--- config.mk ---
export PLATFORM = sky130hd
export DESIGN_NAME = multichannel_adc_ema_filter
export DESIGN_NICKNAME = d
export VERILOG_FILES = /design/src/design/maef_pkg.sv /design/src/design/multichannel_adc_ema_filter.sv /design/src/design/maef_div.sv
export SDC_FILE = /design/constraint.sdc
export NUM_CORES = 1
export LEC_CHECK = 0
export BUFFER_PORTS_ARGS = -buffer_cell sky130_fd_sc_hd__buf_2
export CAP_MARGIN = 40
export CORE_ASPECT_RATIO = 0.75
export CORE_MARGIN = 1
export CORE_UTILIZATION = 35
export CTS_CLUSTER_DIAMETER = 30
export DETAILED_ROUTE_END_ITERATION = 6
export HOLD_SLACK_MARGIN = 0.08
export PLACE_DENSITY_LB_ADDON = 0.12
export RECOVER_POWER = 25
export SKIP_LAST_GASP = 1
export SYNTH_ARGS = -nofsm -noshare
export SYNTH_HDL_FRONTEND = slang
export SYNTH_HIERARCHICAL = 1
export SYNTH_SLANG_ARGS = --single-unit
--- constraint.sdc ---
create_clock -name clock -period 10.3 [get_ports clock]
set_input_delay 3.09 -clock clock [delete_from_list [all_inputs] [get_ports clock]]
set_output_delay 3.09 -clock clock [all_outputs]
set_load 0.02 [all_outputs]
--- src/design/maef_pkg.sv ---
// ----------------------------------------------------------------------------
// Multichannel converter smoother package
// Shared word types, widths, constants and sequencer states of the
// exponential moving average filter.
// ----------------------------------------------------------------------------
package maef_pkg;

   // Field widths fixed by the interface.
   localparam int SAMPLE_W = 12;
   localparam int CHAN_W   = 4;
   localparam int DIV_W    = 5;

   // Numerator sample + old * (K - 1) stays below 4095 * 32.
   localparam int NUMER_W = SAMPLE_W + DIV_W;

   // Defaults.
   localparam int              CHANNELS_DEFAULT = 12;
   localparam logic [DIV_W-1:0] DIVISOR_RESET   = 5'd10;
   localparam logic [3:0]       SAMPLE_HI_MASK  = 4'hf;

   // Input word: one converter result as a byte pair.
   typedef struct packed {
      logic [7:0] high_byte;
      logic [7:0] low_byte;
      logic       scan_start;
   } req_word_type;

   // Result word: the updated channel average.
   typedef struct packed {
      logic [CHAN_W-1:0]   channel_index;
      logic [SAMPLE_W-1:0] filtered_value;
      logic                scan_last;
   } rsp_word_type;

   // Control and status between the sequencer and the divider.
   typedef struct packed {
      logic                start;
      logic [NUMER_W-1:0]  dividend;
      logic [DIV_W-1:0]    divisor;
   } div_cmd_type;

   typedef struct packed {
      logic                done;
      logic [NUMER_W-1:0]  quotient;
   } div_stat_type;

   // Sequencer states.
   typedef enum logic [1:0] {
      ST_IDLE,
      ST_MULT,
      ST_DIVIDE,
      ST_WRITE
   } state_type;

endpackage

--- src/design/multichannel_adc_ema_filter.sv ---
// ----------------------------------------------------------------------------
// Multichannel converter smoother
// Exponential moving average per channel over a scan of converter results.
// ----------------------------------------------------------------------------
// Each input word carries one 12-bit converter result as a byte pair and a
// scan-start flag. A channel counter, restarted by scan-start and wrapping
// after the last channel, picks the channel. That channel's average becomes
// (sample + old * (K - 1)) / K, rounded down, with K from the divisor register
// (zero acts as one). The result word returns the channel, the new average
// and a last-of-scan mark.
// When the receiver does not stall, a word passes these steps between one
// accept and the next. The accepting idle state is followed by the multiply
// state, which reads the average and forms the numerator. Then the bit-serial
// divider runs (one quotient bit per cycle) and the divide state sees it
// finish. Last, the write state writes back and loads the result.
// req_stall is high while a word is in work. The result sits in an output
// register, so the next input word is taken while it waits; if the receiver
// still stalls when the following result is ready, the sequencer holds.
// Reset clears all channel averages, the channel counter, the result valid
// and sets the divisor to ten. The divisor must be written only while idle;
// the block itself does not enforce this.
// ----------------------------------------------------------------------------
module multichannel_adc_ema_filter
   import maef_pkg::*;
#(
   parameter int CHANNELS = CHANNELS_DEFAULT
)(
   input  logic             clock,
   input  logic             reset,
   input  logic             req_valid,
   output logic             req_stall,
   input  req_word_type     req_word,
   output logic             rsp_valid,
   input  logic             rsp_stall,
   output rsp_word_type     rsp_word,
   input  logic             csr_write,
   input  logic [DIV_W-1:0] csr_data
);

   localparam int IDX_W = (CHANNELS > 1) ? $clog2(CHANNELS) : 1;

   state_type           state_ff, state_in;
   logic [DIV_W-1:0]    divisor_ff;
   logic [CHAN_W-1:0]   next_ch_ff;
   logic [CHAN_W-1:0]   ch_ff;
   logic [SAMPLE_W-1:0] sample_ff;
   logic [SAMPLE_W-1:0] average_ff [CHANNELS];
   logic                rsp_valid_ff;
   rsp_word_type        rsp_word_ff;

   logic                req_take;
   logic                slot_free;
   logic                write_en;
   logic                div_start;
   logic [CHAN_W-1:0]   ch_pick;
   logic [CHAN_W-1:0]   ch_sel;
   logic                ch_last;
   logic [DIV_W-1:0]    k_eff;
   logic [DIV_W-1:0]    k_less;
   logic [SAMPLE_W-1:0] old_avg;
   logic [SAMPLE_W-1:0] new_avg;
   div_cmd_type         div_cmd;
   div_stat_type        div_stat;

   assign req_take  = req_valid && !req_stall;
   assign slot_free = !rsp_valid_ff || !rsp_stall;

   // Channel for the incoming word, wrapped into range.
   always_comb begin
      ch_pick = req_word.scan_start ? '0 : next_ch_ff;
      ch_sel  = ({1'b0, ch_pick} >= (CHAN_W + 1)'(CHANNELS)) ? '0 : ch_pick;
   end

   assign ch_last = (ch_ff == CHAN_W'(CHANNELS - 1));

   // Numerator: one multiply and add, registered in the divider.
   assign k_eff   = (divisor_ff == '0) ? DIV_W'(1) : divisor_ff;
   assign k_less  = k_eff - 1'b1;
   assign old_avg = average_ff[ch_ff[IDX_W-1:0]];
   assign new_avg = div_stat.quotient[SAMPLE_W-1:0];

   always_comb begin
      div_cmd.start    = div_start;
      div_cmd.dividend = NUMER_W'(sample_ff) + NUMER_W'(old_avg) * NUMER_W'(k_less);
      div_cmd.divisor  = k_eff;
   end

   maef_div u_div (
      .clock (clock),
      .reset (reset),
      .cmd   (div_cmd),
      .stat  (div_stat)
   );

   // Sequencer next state.
   always_comb begin
      state_in = state_ff;
      case (state_ff)
         ST_IDLE:   if (req_valid) state_in = ST_MULT;
         ST_MULT:   state_in = ST_DIVIDE;
         ST_DIVIDE: if (div_stat.done) state_in = ST_WRITE;
         ST_WRITE:  if (slot_free) state_in = ST_IDLE;
         default:   state_in = ST_IDLE;
      endcase
   end

   // Sequencer outputs.
   always_comb begin
      req_stall = 1'b1;
      div_start = 1'b0;
      write_en  = 1'b0;
      case (state_ff)
         ST_IDLE:   req_stall = 1'b0;
         ST_MULT:   div_start = 1'b1;
         ST_DIVIDE: req_stall = 1'b1;
         ST_WRITE:  write_en = slot_free;
         default:   req_stall = 1'b1;
      endcase
   end

   // Control registers.
   always_ff @(posedge clock) begin
      if (reset) begin
         state_ff     <= ST_IDLE;
         divisor_ff   <= DIVISOR_RESET;
         next_ch_ff   <= '0;
         rsp_valid_ff <= 1'b0;
      end else begin
         state_ff <= state_in;
         if (csr_write) begin
            divisor_ff <= csr_data;
         end
         if (write_en) begin
            next_ch_ff   <= ch_last ? '0 : ch_ff + 1'b1;
            rsp_valid_ff <= 1'b1;
         end else if (!rsp_stall) begin
            rsp_valid_ff <= 1'b0;
         end
      end
   end

   // Average store, cleared at reset.
   always_ff @(posedge clock) begin
      if (reset) begin
         for (int i = 0; i < CHANNELS; i++) begin
            average_ff[i] <= '0;
         end
      end else if (write_en) begin
         average_ff[ch_ff[IDX_W-1:0]] <= new_avg;
      end
   end

   // Word capture and result register.
   always_ff @(posedge clock) begin
      if (req_take) begin
         ch_ff     <= ch_sel;
         sample_ff <= {req_word.high_byte[3:0] & SAMPLE_HI_MASK, req_word.low_byte};
      end
      if (write_en) begin
         rsp_word_ff.channel_index  <= ch_ff;
         rsp_word_ff.filtered_value <= new_avg;
         rsp_word_ff.scan_last      <= ch_last;
      end
   end

   assign rsp_valid = rsp_valid_ff;
   assign rsp_word  = rsp_word_ff;

   // An accepted word keeps the input side stalled in the next cycle.
   assert property (@(posedge clock) disable iff (reset)
      req_valid && !req_stall |=> req_stall)
      else $error("input not stalled after accepting a word");

   // Results name a channel in range.
   assert property (@(posedge clock) disable iff (reset)
      rsp_valid |-> ({1'b0, rsp_word.channel_index} < (CHAN_W + 1)'(CHANNELS)))
      else $error("result channel out of range");

   // The last-of-scan mark matches the final channel.
   assert property (@(posedge clock) disable iff (reset)
      rsp_valid |->
         (rsp_word.scan_last == (rsp_word.channel_index == CHAN_W'(CHANNELS - 1))))
      else $error("last-of-scan mark does not match channel");

   // The divider finishes only while the sequencer waits for it.
   assert property (@(posedge clock) disable iff (reset)
      div_stat.done |-> state_ff == ST_DIVIDE)
      else $error("divider done outside the divide state");

endmodule

--- src/design/maef_div.sv ---
// ----------------------------------------------------------------------------
// Bit-serial divider
// Restoring unsigned divider producing one quotient bit per cycle.
// ----------------------------------------------------------------------------
module maef_div
   import maef_pkg::*;
(
   input  logic         clock,
   input  logic         reset,
   input  div_cmd_type  cmd,
   output div_stat_type stat
);

   localparam int CNT_W = $clog2(NUMER_W + 1);

   logic [CNT_W-1:0]   count_ff, count_in;
   logic               done_ff, done_in;
   logic [DIV_W-1:0]   rem_ff, rem_in;
   logic [NUMER_W-1:0] quo_ff, quo_in;
   logic [DIV_W-1:0]   den_ff, den_in;
   logic [DIV_W:0]     trial;

   // One restoring step: shift in the next dividend bit, subtract if it fits.
   always_comb begin
      trial    = {rem_ff, quo_ff[NUMER_W-1]};
      count_in = count_ff;
      done_in  = 1'b0;
      rem_in   = rem_ff;
      quo_in   = quo_ff;
      den_in   = den_ff;
      if (cmd.start) begin
         count_in = CNT_W'(NUMER_W);
         rem_in   = '0;
         quo_in   = cmd.dividend;
         den_in   = cmd.divisor;
      end else if (count_ff != '0) begin
         count_in = count_ff - 1'b1;
         done_in  = (count_ff == CNT_W'(1));
         if (trial >= {1'b0, den_ff}) begin
            rem_in = DIV_W'(trial - {1'b0, den_ff});
            quo_in = {quo_ff[NUMER_W-2:0], 1'b1};
         end else begin
            rem_in = trial[DIV_W-1:0];
            quo_in = {quo_ff[NUMER_W-2:0], 1'b0};
         end
      end
   end

   // Control registers.
   always_ff @(posedge clock) begin
      if (reset) begin
         count_ff <= '0;
         done_ff  <= 1'b0;
      end else begin
         count_ff <= count_in;
         done_ff  <= done_in;
      end
   end

   // Datapath registers.
   always_ff @(posedge clock) begin
      rem_ff <= rem_in;
      quo_ff <= quo_in;
      den_ff <= den_in;
   end

   assign stat.done     = done_ff;
   assign stat.quotient = quo_ff;

endmodule

==> flow_metrics.py <==
metrics = {
    "sta": {
        "finalSetupTns_ns": 0,
        "fin_crit_sh": 0.755,
        "setup_viol": 0,
        "drv_slew": 77,
        "finalClockSkew_ns": 0.0242,
        "layout_min_cycle_time_ns": 7.77,
        "hold_violations": 0,
        "tightest_slew_ns": 3.25,
        "rsz0062_at_grt": "false",
        "max_clock_freq_mhz": 129,
        "relSlewSlack": -1.16,
    },
    "power": {
        "power.leakage_nw": 6.53,
        "power_w": 0.00595,
        "ir_worst_vdd_v": 0.000219,
        "p_per_area_mw_per_mm2": 351,
    },
    "routing": {
        "wl_per_cell_um": 19.6,
        "drtIter0Drc": 516,
        "wirelength_mm": 32.3,
        "drc": 0,
        "first_pass_iters": 5,
        "viasPerCell": 4.84,
        "route.vias.total": 7954,
        "final_antenna_net_count": 0,
    },
    "cts": {
        "numCtsBuffers": 59,
        "cts_buffer_depth": 3,
        "clockRootBuffer": "clkbuf_16",
        "cts_hold_buf": 0,
        "cts-resized-gates": 0,
        "htree_levels": 2,
        "cts_tree": "built",
        "cts.sinks": 274,
        "clkTransAtPathRegs_ns": 0.05,
        "postCtsSetupBuffers": 0,
        "clock_latency_ns": 0.57,
    },
    "worst_setup_path": {
        "r2r_cells": 15,
        "worst-path-stages": 15,
        "arrival_ns": 8.06,
        "crit_fanout": 48,
        "crit_family": "buffers and inverters",
        "crit_path_cell_trace": "clkbuf_1 > mux4_2 > mux4_2 > and2_1 > fa_1 > inv_1 > fa_1 > inv_1 > fa_1 > ha_1 > a21oi_1 > o22ai_1 > o41ai_2 > o311ai_0 > mux2_2",
        "cp.required_ns": 10.58,
        "crit_type": "reg -> reg",
        "cp_slowest_cell": "clkbuf_1",
        "timing.critical_path.slowest_cell_delay_ns": 2.26,
        "timing.rr.end": "u_div/quo_ff[16]",
        "r2r_setup_slack_ns": 2.53,
        "worstSetupEndpointType": "register",
        "critPathCapture": "u_div/quo_ff[16]",
        "crit_top_cell": "fa_1",
        "cp_num_buf_inv": 3,
        "critPathLaunchType": "register",
    },
    "finish": {
        "n_fill_cell": 3590,
        "area_growth_pct": 21.1,
        "finalCoreUtilization": 0.430,
        "antenna_cells": 0,
        "nets": 1185,
        "layout-drive-gt1-share": 0.238,
    },
    "floorplanning": {
        "coreArea_sq_mm": 0.0395,
        "ios": 46,
        "dieArea_sq_mm": 0.0409,
        "dieHeight_um": 175,
        "start_util": 0.355,
        "dieWidth_um": 233,
        "row_count": 63,
    },
    "global_routing": {
        "grt_pass1_vias": 8126,
        "grt_max_degree": 49,
        "antenna_found_initial": 1,
        "grt_pass1_wl_mm": 50.1,
        "grt_util_all_layers": 0.165,
        "grt-ovfl-total": 0,
    },
    "placed_design": {
        "gp_congestion": 0.765,
        "io_buffer_count": 41,
        "post-dp-hpwl_mm": 21.8,
    },
    "logic_synthesis": {
        "yosys.area.top_type": "edfxtp_1",
        "synthTopCellsByArea": "edfxtp_1, mux4_2, and2_1, fa_1, dfxtp_1",
        "yosysSeqAreaShare": 0.567,
        "synth_cell_types": 53,
        "syn_area_per_cell_sq_um": 14.1,
        "synthCells": 996,
        "async_flop_share": 0,
        "synth_warnings": 6,
        "synth_top_area_share": 0.529,
        "yosysMostFrequentCell": "edfxtp_1",
        "synth_fp_nets": 1108,
        "synth_edf_count": 247,
        "synth_ff_type": "edfxtp_1",
        "synth_area_sq_mm": 0.0140,
        "ys_seq_elements": 274,
        "synthTopCellsByCount": "edfxtp_1, and2_1, inv_1, mux4_2, clkbuf_1",
    },
    "worst_hold_path": {
        "min_path_cells": 2,
        "hp-class": "reg -> reg",
    },
    "outcome": {
        "outcome": "finished, violations left",
        "violations": "max-capacitance violations, max-slew violations",
    },
    "run": {
        "drv_cap": 2,
    },
}
==> layout by cell type (no fill, tap or decap), drive strengths merged, types with 5 or more instances in the layout <==
| cell type | instances |
|---|---|
| a21o | 5 |
| xor2 | 7 |
| fa | 43 |
| inv | 81 |
| edfxtp | 247 |
| a31oi | 5 |
| buf | 68 |
| nor3 | 14 |
| clkbuf | 82 |
| nor2 | 42 |
| o21ai | 16 |
| bufinv | 7 |
| nand2b | 10 |
| clkinv | 19 |
| nor2b | 33 |
| dfxtp | 27 |
| ha | 42 |
| mux2i | 6 |
| and2 | 167 |
| xnor2 | 9 |
| clkinvlp | 5 |
| mux2 | 21 |
| nand3 | 12 |
| mux4 | 60 |
| nand2 | 26 |
| a21oi | 20 |
==> area by class of cell <==
cell class	instances	area [sq um]	area share
repair buffers	77	526	0.0310
clock buffers	73	1600	0.0943
flip-flops and latches	274	7960	0.469
inverters	75	282	0.0166
clock inverters	37	402	0.0237
well taps	520	651	0.0383
multi-input cells	586	5560	0.327
==> kinds of logic (layout without fill, tap and decap cells) <==
kind of cell,Yosys count,in the layout,synth area share
fa+ha+maj,85,85,0.0988
buf+inv,136,262,0.0393
xor+xnor,16,16,0.00999
compound gates,69,69,0.0326
simple gates,329,329,0.134
mux,87,87,0.117
flops,274,274,0.567
==> metal layers <==
| metal | GRT usage | share of wire | up-vias | routed length, um |
|---|---|---|---|---|
| li1 | - | - | 3743 | - |
| met1 | 0.258 | 0.51 | 3987 | 16500 |
| met2 | 0.230 | 0.42 | 176 | 13500 |
| met3 | 0.0330 | 0.053 | 48 | 1700 |
| met4 | 0.0422 | 0.018 | 0 | 570 |
| met5 | 0 | 0 | - | 0 |
==> power by group <==
group | internal [W] | switching [W] | leakage (nW)
logic | 0.00110 | 0.00135 | 2.88
clock network | 0.00127 | 0.000608 | 0.976
registers | 0.00143 | 0.000202 | 2.67
==> state kept, by name, indices dropped and copies added, names as in the netlist, 2 cells and up, named ones only <==
name            cells
average_ff        192
ch_ff               4
divisor_ff          5
next_ch_ff          4
rsp_word           17
sample_ff          12
state_ff            2
u_div/count_ff      5
u_div/den_ff        5
u_div/quo_ff       17
u_div/rem_ff        5
==> worst min-delay path, stage by stage (launching register included) <==
cell     delay (ns)
dfxtp_1        0.30
nand2_1        0.05
a21oi_1        0.05
==> how the worst min path moves through the flow <==
stage,to,startpoint
4_1_cts,next_ch_ff[1],next_ch_ff[1]
5_1_grt,next_ch_ff[1],next_ch_ff[1]
2_1_floorplan,next_ch_ff[1],next_ch_ff[1]
3_5_place_dp,next_ch_ff[1],next_ch_ff[1]
6_report,next_ch_ff[1],next_ch_ff[1]
3_3_place_gp,next_ch_ff[1],next_ch_ff[1]
==> metrics by stage <==
stage	hold slack (ns)	instance area [sq um]	worst slack [ns]	cells
global route	0.496	17000	2.05	1642
finish	0.448	17000	2.53	1642
global placement	0.442	14700	3.70	1508
detailed placement	0.445	15000	4.02	1532
CTS	0.451	17000	4.01	1642
floorplan	0.432	14000	5.09	996
No activity file was read; power rests on OpenSTA's default activity.
